[src/rtl/smt_pkg.sv]
// Shared constants and types for the sorted multiset table.
`timescale 1ns / 1ps

package smt_pkg;

	localparam int CAPACITY  = 16;
	localparam int VAL_W     = 32;
	localparam int CNT_W     = $clog2(CAPACITY + 1);
	localparam int ENTRIES_W = 5;
	localparam int OUT_DATA_W = ((ENTRIES_W + 7) / 8) * 8;

	typedef enum logic {
		OP_INSERT = 1'b0,
		OP_REMOVE = 1'b1
	} op_t;

	// Command broadcast to every cell of the row in the cycle an item is taken.
	typedef struct packed {
		logic                    ins_en;
		logic                    rem_en;
		logic signed [VAL_W-1:0] value;
	} cell_cmd_t;

	// What each cell tells the top level and its neighbors.
	typedef struct packed {
		logic                    ge;
		logic                    match;
		logic signed [VAL_W-1:0] value;
	} cell_stat_t;

endpackage

[src/rtl/smt_cell.sv]
// One slot of the sorted row: holds a value, compares it to the broadcast key, shifts locally.
`timescale 1ns / 1ps

module smt_cell (
	input  logic                          clk,
	input  smt_pkg::cell_cmd_t            cmd,
	input  logic                          occupied,
	input  logic                          at_count,
	input  logic                          left_ge,
	input  logic signed [smt_pkg::VAL_W-1:0] left_value,
	input  logic signed [smt_pkg::VAL_W-1:0] right_value,
	output smt_pkg::cell_stat_t           stat
);

	logic signed [smt_pkg::VAL_W-1:0] value_q;
	logic signed [smt_pkg::VAL_W-1:0] value_d;
	logic                             ge;

	assign ge = occupied && (value_q >= cmd.value);

	assign stat.ge    = ge;
	assign stat.match = occupied && (value_q == cmd.value);
	assign stat.value = value_q;

	// The row is sorted, so the cells at or past the insert point are exactly
	// those whose own key is not below the new one; the same holds for the
	// first equal key on a remove.
	always_comb begin
		value_d = value_q;
		if (cmd.ins_en) begin
			if (left_ge) begin
				value_d = left_value;
			end else if (ge || at_count) begin
				value_d = cmd.value;
			end
		end else if (cmd.rem_en && ge) begin
			value_d = right_value;
		end
	end

	always_ff @(posedge clk) begin
		value_q <= value_d;
	end

endmodule

[src/rtl/sorted_multiset_table.sv]
// Top level of the sorted multiset table: a row of compare-and-shift cells plus the fill count.
`timescale 1ns / 1ps

// The result word is registered and appears on the output in the cycle after its input word is taken.
// One word per cycle unless the output stalls; every cell updates at once from its neighbors.
// A new word is taken while a result waits, provided that result is taken in the same cycle.
// Reset clears the fill count and the output valid; stored values need no clearing.
module sorted_multiset_table (
	input  logic                              clk,
	input  logic                              arst_n,
	input  logic                              s_tvalid,
	output logic                              s_tready,
	input  logic [smt_pkg::VAL_W-1:0]         s_tdata,  // [31:0] value
	input  logic                              s_tuser,  // [0] op
	output logic                              m_tvalid,
	input  logic                              m_tready,
	output logic [smt_pkg::OUT_DATA_W-1:0]    m_tdata,  // [4:0] entries
	output logic                              m_tuser   // [0] ok
);

	localparam int N = smt_pkg::CAPACITY;

	logic [smt_pkg::CNT_W-1:0]     count_q;
	logic [smt_pkg::CNT_W-1:0]     count_d;
	logic                          out_valid_q;
	logic                          ok_q;
	logic [smt_pkg::ENTRIES_W-1:0] entries_q;

	smt_pkg::cell_cmd_t  cmd;
	smt_pkg::cell_stat_t stat [N];
	logic [N-1:0]        match_vec;
	logic                accept;
	logic                is_insert;
	logic                full;
	logic                found;
	logic                ok_d;
	logic [smt_pkg::CNT_W+smt_pkg::ENTRIES_W-1:0] count_ext;

	assign s_tready  = !out_valid_q || m_tready;
	assign accept    = s_tvalid && s_tready;
	assign is_insert = (smt_pkg::op_t'(s_tuser) == smt_pkg::OP_INSERT);
	assign full      = (count_q == smt_pkg::CNT_W'(N));
	assign found     = |match_vec;

	assign cmd.value  = s_tdata;
	assign cmd.ins_en = accept && is_insert && !full;
	assign cmd.rem_en = accept && !is_insert && found;

	genvar i;
	generate
		for (i = 0; i < N; i++) begin : g_cell
			logic                             left_ge;
			logic signed [smt_pkg::VAL_W-1:0] left_value;
			logic signed [smt_pkg::VAL_W-1:0] right_value;

			if (i == 0) begin : g_first
				assign left_ge    = 1'b0;
				assign left_value = stat[i].value;
			end else begin : g_mid
				assign left_ge    = stat[i-1].ge;
				assign left_value = stat[i-1].value;
			end

			// The last cell only shifts in past the fill count, so its own value will do.
			if (i == N - 1) begin : g_last
				assign right_value = stat[i].value;
			end else begin : g_inner
				assign right_value = stat[i+1].value;
			end

			assign match_vec[i] = stat[i].match;

			smt_cell u_cell (
				.clk         (clk),
				.cmd         (cmd),
				.occupied    (count_q > smt_pkg::CNT_W'(i)),
				.at_count    (count_q == smt_pkg::CNT_W'(i)),
				.left_ge     (left_ge),
				.left_value  (left_value),
				.right_value (right_value),
				.stat        (stat[i])
			);
		end
	endgenerate

	always_comb begin
		count_d = count_q;
		if (cmd.ins_en) begin
			count_d = count_q + smt_pkg::CNT_W'(1);
		end else if (cmd.rem_en) begin
			count_d = count_q - smt_pkg::CNT_W'(1);
		end
	end

	assign ok_d      = cmd.ins_en || cmd.rem_en;
	assign count_ext = {{smt_pkg::ENTRIES_W{1'b0}}, count_d};

	always_ff @(posedge clk or negedge arst_n) begin
		if (!arst_n) begin
			count_q     <= '0;
			out_valid_q <= 1'b0;
		end else begin
			count_q <= count_d;
			if (accept) begin
				out_valid_q <= 1'b1;
			end else if (m_tready) begin
				out_valid_q <= 1'b0;
			end
		end
	end

	always_ff @(posedge clk) begin
		if (accept) begin
			ok_q      <= ok_d;
			entries_q <= count_ext[smt_pkg::ENTRIES_W-1:0];
		end
	end

	assign m_tvalid = out_valid_q;
	assign m_tuser  = ok_q;
	assign m_tdata  = {{(smt_pkg::OUT_DATA_W - smt_pkg::ENTRIES_W){1'b0}}, entries_q};

endmodule
[config.mk]
export PLATFORM = sky130hd
export DESIGN_NAME = sorted_multiset_table
export DESIGN_NICKNAME = d
export VERILOG_FILES = /design/src/rtl/smt_pkg.sv /design/src/rtl/smt_cell.sv /design/src/rtl/sorted_multiset_table.sv
export SDC_FILE = /design/constraint.sdc
export NUM_CORES = 2
export LEC_CHECK = 0
export BUFFER_PORTS_ARGS = -buffer_cell sky130_fd_sc_hd__buf_2
export CAP_MARGIN = 20
export CORE_MARGIN = 2
export CORE_UTILIZATION = 40
export CTS_BUF_LIST = sky130_fd_sc_hd__clkbuf_16
export CTS_CLUSTER_SIZE = 12
export DETAILED_ROUTE_END_ITERATION = 16
export PLACE_DENSITY = 0.64
export SYNTH_ARGS = -nofsm -noshare
export SYNTH_HDL_FRONTEND = slang
export SYNTH_SLANG_ARGS = --single-unit
[constraint.sdc]
create_clock -name clk -period 15.2 [get_ports clk]
set_input_delay 1.52 -clock clk [delete_from_list [all_inputs] [get_ports clk]]
set_output_delay 1.52 -clock clk [all_outputs]
set_load 0.05 [all_outputs]
==> flow_summary_export.csv <==
group,metric,value,unit
outcome,status,"finished clean",
timing,rsz0062_at_grt,"false",
yosys,post_synth.cell_area_avg,9.90,um2
finish,synthToLayoutAreaGrowth,8.80,%
critical_path,crit_chain,"buf_2 -> inv_1 -> ha_1 -> nand4_1 -> nor3_1 -> nand3_1 -> o21ai_0 -> a2111oi_4 -> a41oi_4 -> nand2b_1 -> a22oi_2 -> buf_4",
clock_tree,hold_buffers,0,
detailed_routing,dr.pass1.iters,8,
finish,multi_input_area,20500,um2
critical_path,worstPathMaxFanout,20,
critical_path,cp.required,15500,ps
floorplanning,die_w,309,um
run,cap_viol_max_count,0,
critical_path,crit_path_end_kind,"flop",
detailed_routing,ant_nets,0,
placement,dpl_cell_area,38800,um2
clock_tree,cts_tree,"built",
clock_tree,clkTransAtPathRegs,60,ps
timing,fin_crit,6430,ps
clock_tree,cts_setup_buffers,0,
detailed_routing,drc_errors,0,
critical_path,critPathSlowestCell,"nor3_1",
finish,fillers,8813,
timing,maxSlewViolCount,0,
placement,port_buffers,44,
finish,drive_gt1_share,6.44,%
floorplanning,rows,111,
grt,grt_first_pass_wirelength,210000,um
placement,dp_cells,4880,
detailed_routing,highest_layer,"met5",
yosys,syn_inst,3766,
detailed_routing,via_count,32500,
clock_tree,cts_sinks,524,
yosys,synth_area_leader_cell,"edfxtp_1",
grt,grt_max_degree,248,
detailed_routing,wl_per_cell,29.4,um
critical_path,slowest_delay,920,ps
grt,grt_pass1_vias,29700,
detailed_routing,wl_met1,60900,um
floorplanning,start_util,40.5,%
grt,overflow,0,
critical_path,r2r-start,"count_q[0]",
detailed_routing,route.met3.wl,18500,um
timing,final_hold_viol_count,0,
pwr,p_total,5.20,mW
finish,fin_util,44.1,%
detailed_routing,via_per_inst,6.50,
placement,routabilityCongestion,1.01,
yosys,yosys_most_used_dff,"edfxtp_1",
pwr,leakage,16.2,nW
clock_tree,cts_buffer_depth,3,
timing,worstMarginPinSlew,1260,ps
timing,fin_hold_ws,542,ps
finish,register_area,15700,um2
clock_tree,clk_latency,650,ps
timing,timing.final.crit_share,42.3,%
clock_tree,htreeDepth,2,
timing,slew_headroom,15.4,%
yosys,ys_types,79,
critical_path,crit_start,"s_tdata[18]",
yosys,yosysSeqAreaShare,42.1,%
worst_hold_path,min_from,"m_tvalid",
grt,antenna_found_initial,9,
yosys,synth-async-reset-ratio,1.15,%
finish,nets,4254,
clock_tree,clock-root-buffer,"clkbuf_16",
critical_path,worst-setup-path-type,"in2reg",
floorplanning,die_h,309,um
timing,setup_slack,8770,ps
placement,place_hpwl,106000,um
critical_path,cp.arrival,6730,ps
yosys,yosys_warnings,0,
grt,grtUsageTotal,30.1,%
floorplanning,num_io_pins,48,
detailed_routing,met2WireLength,60800,um
finish,instances_no_fill,4991,
yosys,synth.area.top_cells,"edfxtp_1 (42%), ha_1 (17%), nand2_1 (6.5%)",
timing,setup_violations,0,
clock_tree,cts_made_buffers,60,
detailed_routing,drt_wl_total,147000,um
critical_path,start_kind,"input pin",
clock_tree,ctsResizeCount,0,
detailed_routing,drt_iter0_markers,5017,
pwr,powerDensity,128,nW/um2
yosys,synth_edf_count,518,
timing,worst_clock_skew,21.6,ps
yosys,syn-cell-area,37300,um2
floorplanning,dieArea,95600,um2
pwr,vdd_drop_max,0.0864,mV
yosys,ys_ff_latch,524,
yosys,synth_top_area_share,41.7,%
timing,max_freq,155,MHz
timing,fin_setup_tns,0,ps
worst_hold_path,hp-class,"reg2reg",
finish,final_area,40500,um2
placement,pre_cts_slack,8380,ps
floorplanning,coreArea,91900,um2
-- layer usage --
metal  vias to the layer above  track usage [%]
met5                         -                0
met4                         6             11.2
met3                       338             6.63
met2                      2058             43.5
met1                     15700             43.7
li1                      14400                -
-- state kept, by name, indices dropped and copies added, names as in the netlist --
name,cells
count_q,5
entries_q,5
g_cell.u_cell.value_q,512
m_tuser,1
m_tvalid,1
-- cells in the final DEF, fill, tap and decap left out, types with 5 or more instances in the layout --
cell / count
ha_1: 517
clkinv_2: 16
o221ai_1: 9
o21a_1: 8
a211o_1: 6
or4_1: 6
mux2i_1: 162
a41oi_1: 6
and3_1: 5
nand4_1: 125
a21boi_0: 11
nor2b_1: 20
o21ai_0: 226
a21o_1: 51
a211oi_1: 21
a221oi_1: 12
buf_2: 46
edfxtp_1: 518
clkbuf_16: 61
nor4_1: 16
nor2_4: 8
buf_4: 60
clkinv_1: 9
a2111oi_0: 6
nor2_1: 71
a221o_1: 33
o21ai_1: 30
dfrtp_1: 6
nand2b_1: 6
inv_1: 91
nand2_1: 645
nand3_1: 309
o211ai_1: 266
nor3_1: 37
a31oi_1: 11
a21oi_1: 207
-- layout make-up --
cell class	instances	area share (%)
multi-input combinational	2932	50.6
sequential	524	38.7
tap	1243	3.84
clock buffer	61	3.76
timing repair buffer	108	1.78
inverter	74	0.685
clock inverter	45	0.605
antenna	4	0.0247
-- cells in the mapped netlist, types with 5 or more instances --
library cell	instances
and3_1	5
a21oi_1	209
o21ai_1	30
buf_1	15
buf_4	12
dfrtp_1	6
o21a_1	8
a21boi_0	11
nand2b_1	6
nor4_1	17
mux2i_1	162
o221ai_1	9
nand2_1	649
inv_1	74
a211o_1	6
nor3b_1	5
a41oi_1	6
o22ai_1	6
edfxtp_1	518
nand3_1	309
a221o_1	33
a2bb2oi_1	5
clkbuf_1	152
a221oi_1	12
a211oi_1	22
nand4_1	125
a21o_1	52
o21ai_0	227
nor2_1	79
buf_2	55
o211ai_1	266
nor2b_1	20
nor3_1	39
ha_1	517
or4_1	6
a31oi_1	11
a2111oi_0	6
-- cells by family (layout without fill, tap and decap cells) --
kind of cell / after synthesis / count (layout) / synth area share, %
and+or+nand+nor: 1286 / 1286 / 15.7
muxes: 164 / 164 / 4.41
adders and majority gates: 517 / 517 / 17.4
DFF: 524 / 524 / 42.1
buffers and inverters: 312 / 288 / 3.53
AOI/OAI and AO/OA: 958 / 958 / 16.7
other: 1 / 7 / 0.0101
xor gates and xnor gates: 4 / 4 / 0.0940
-- worst paths after layout --
kind	slack, ps	cells after the start	end
worst max-delay path	8770	12	g_cell[9].u_cell.value_q[0]
worst min-delay path	540	2	m_tvalid
worst max register to register	9750	12	g_cell[9].u_cell.value_q[0]
worst min register to register	540	2	m_tvalid
max in group asynchronous	14250	1	count_q[3]
min in group asynchronous	740	1	m_tvalid
-- worst max-delay path, delay by kind of cell --
family                   cells  cell delay [ps]
adder cells (fa/ha/maj)      1              470
AND/OR/NAND/NOR              4             1690
buffers and inverters        3             1130
AO/OA/AOI/OAI                4             1860
-- where the power goes --
part | switching, mW | internal [mW]
logic | 1.25 | 0.527
clock network | 0.628 | 0.750
registers | 0.187 | 1.86
total | 2.07 | 3.14
No activity file was read; power rests on OpenSTA's default activity.
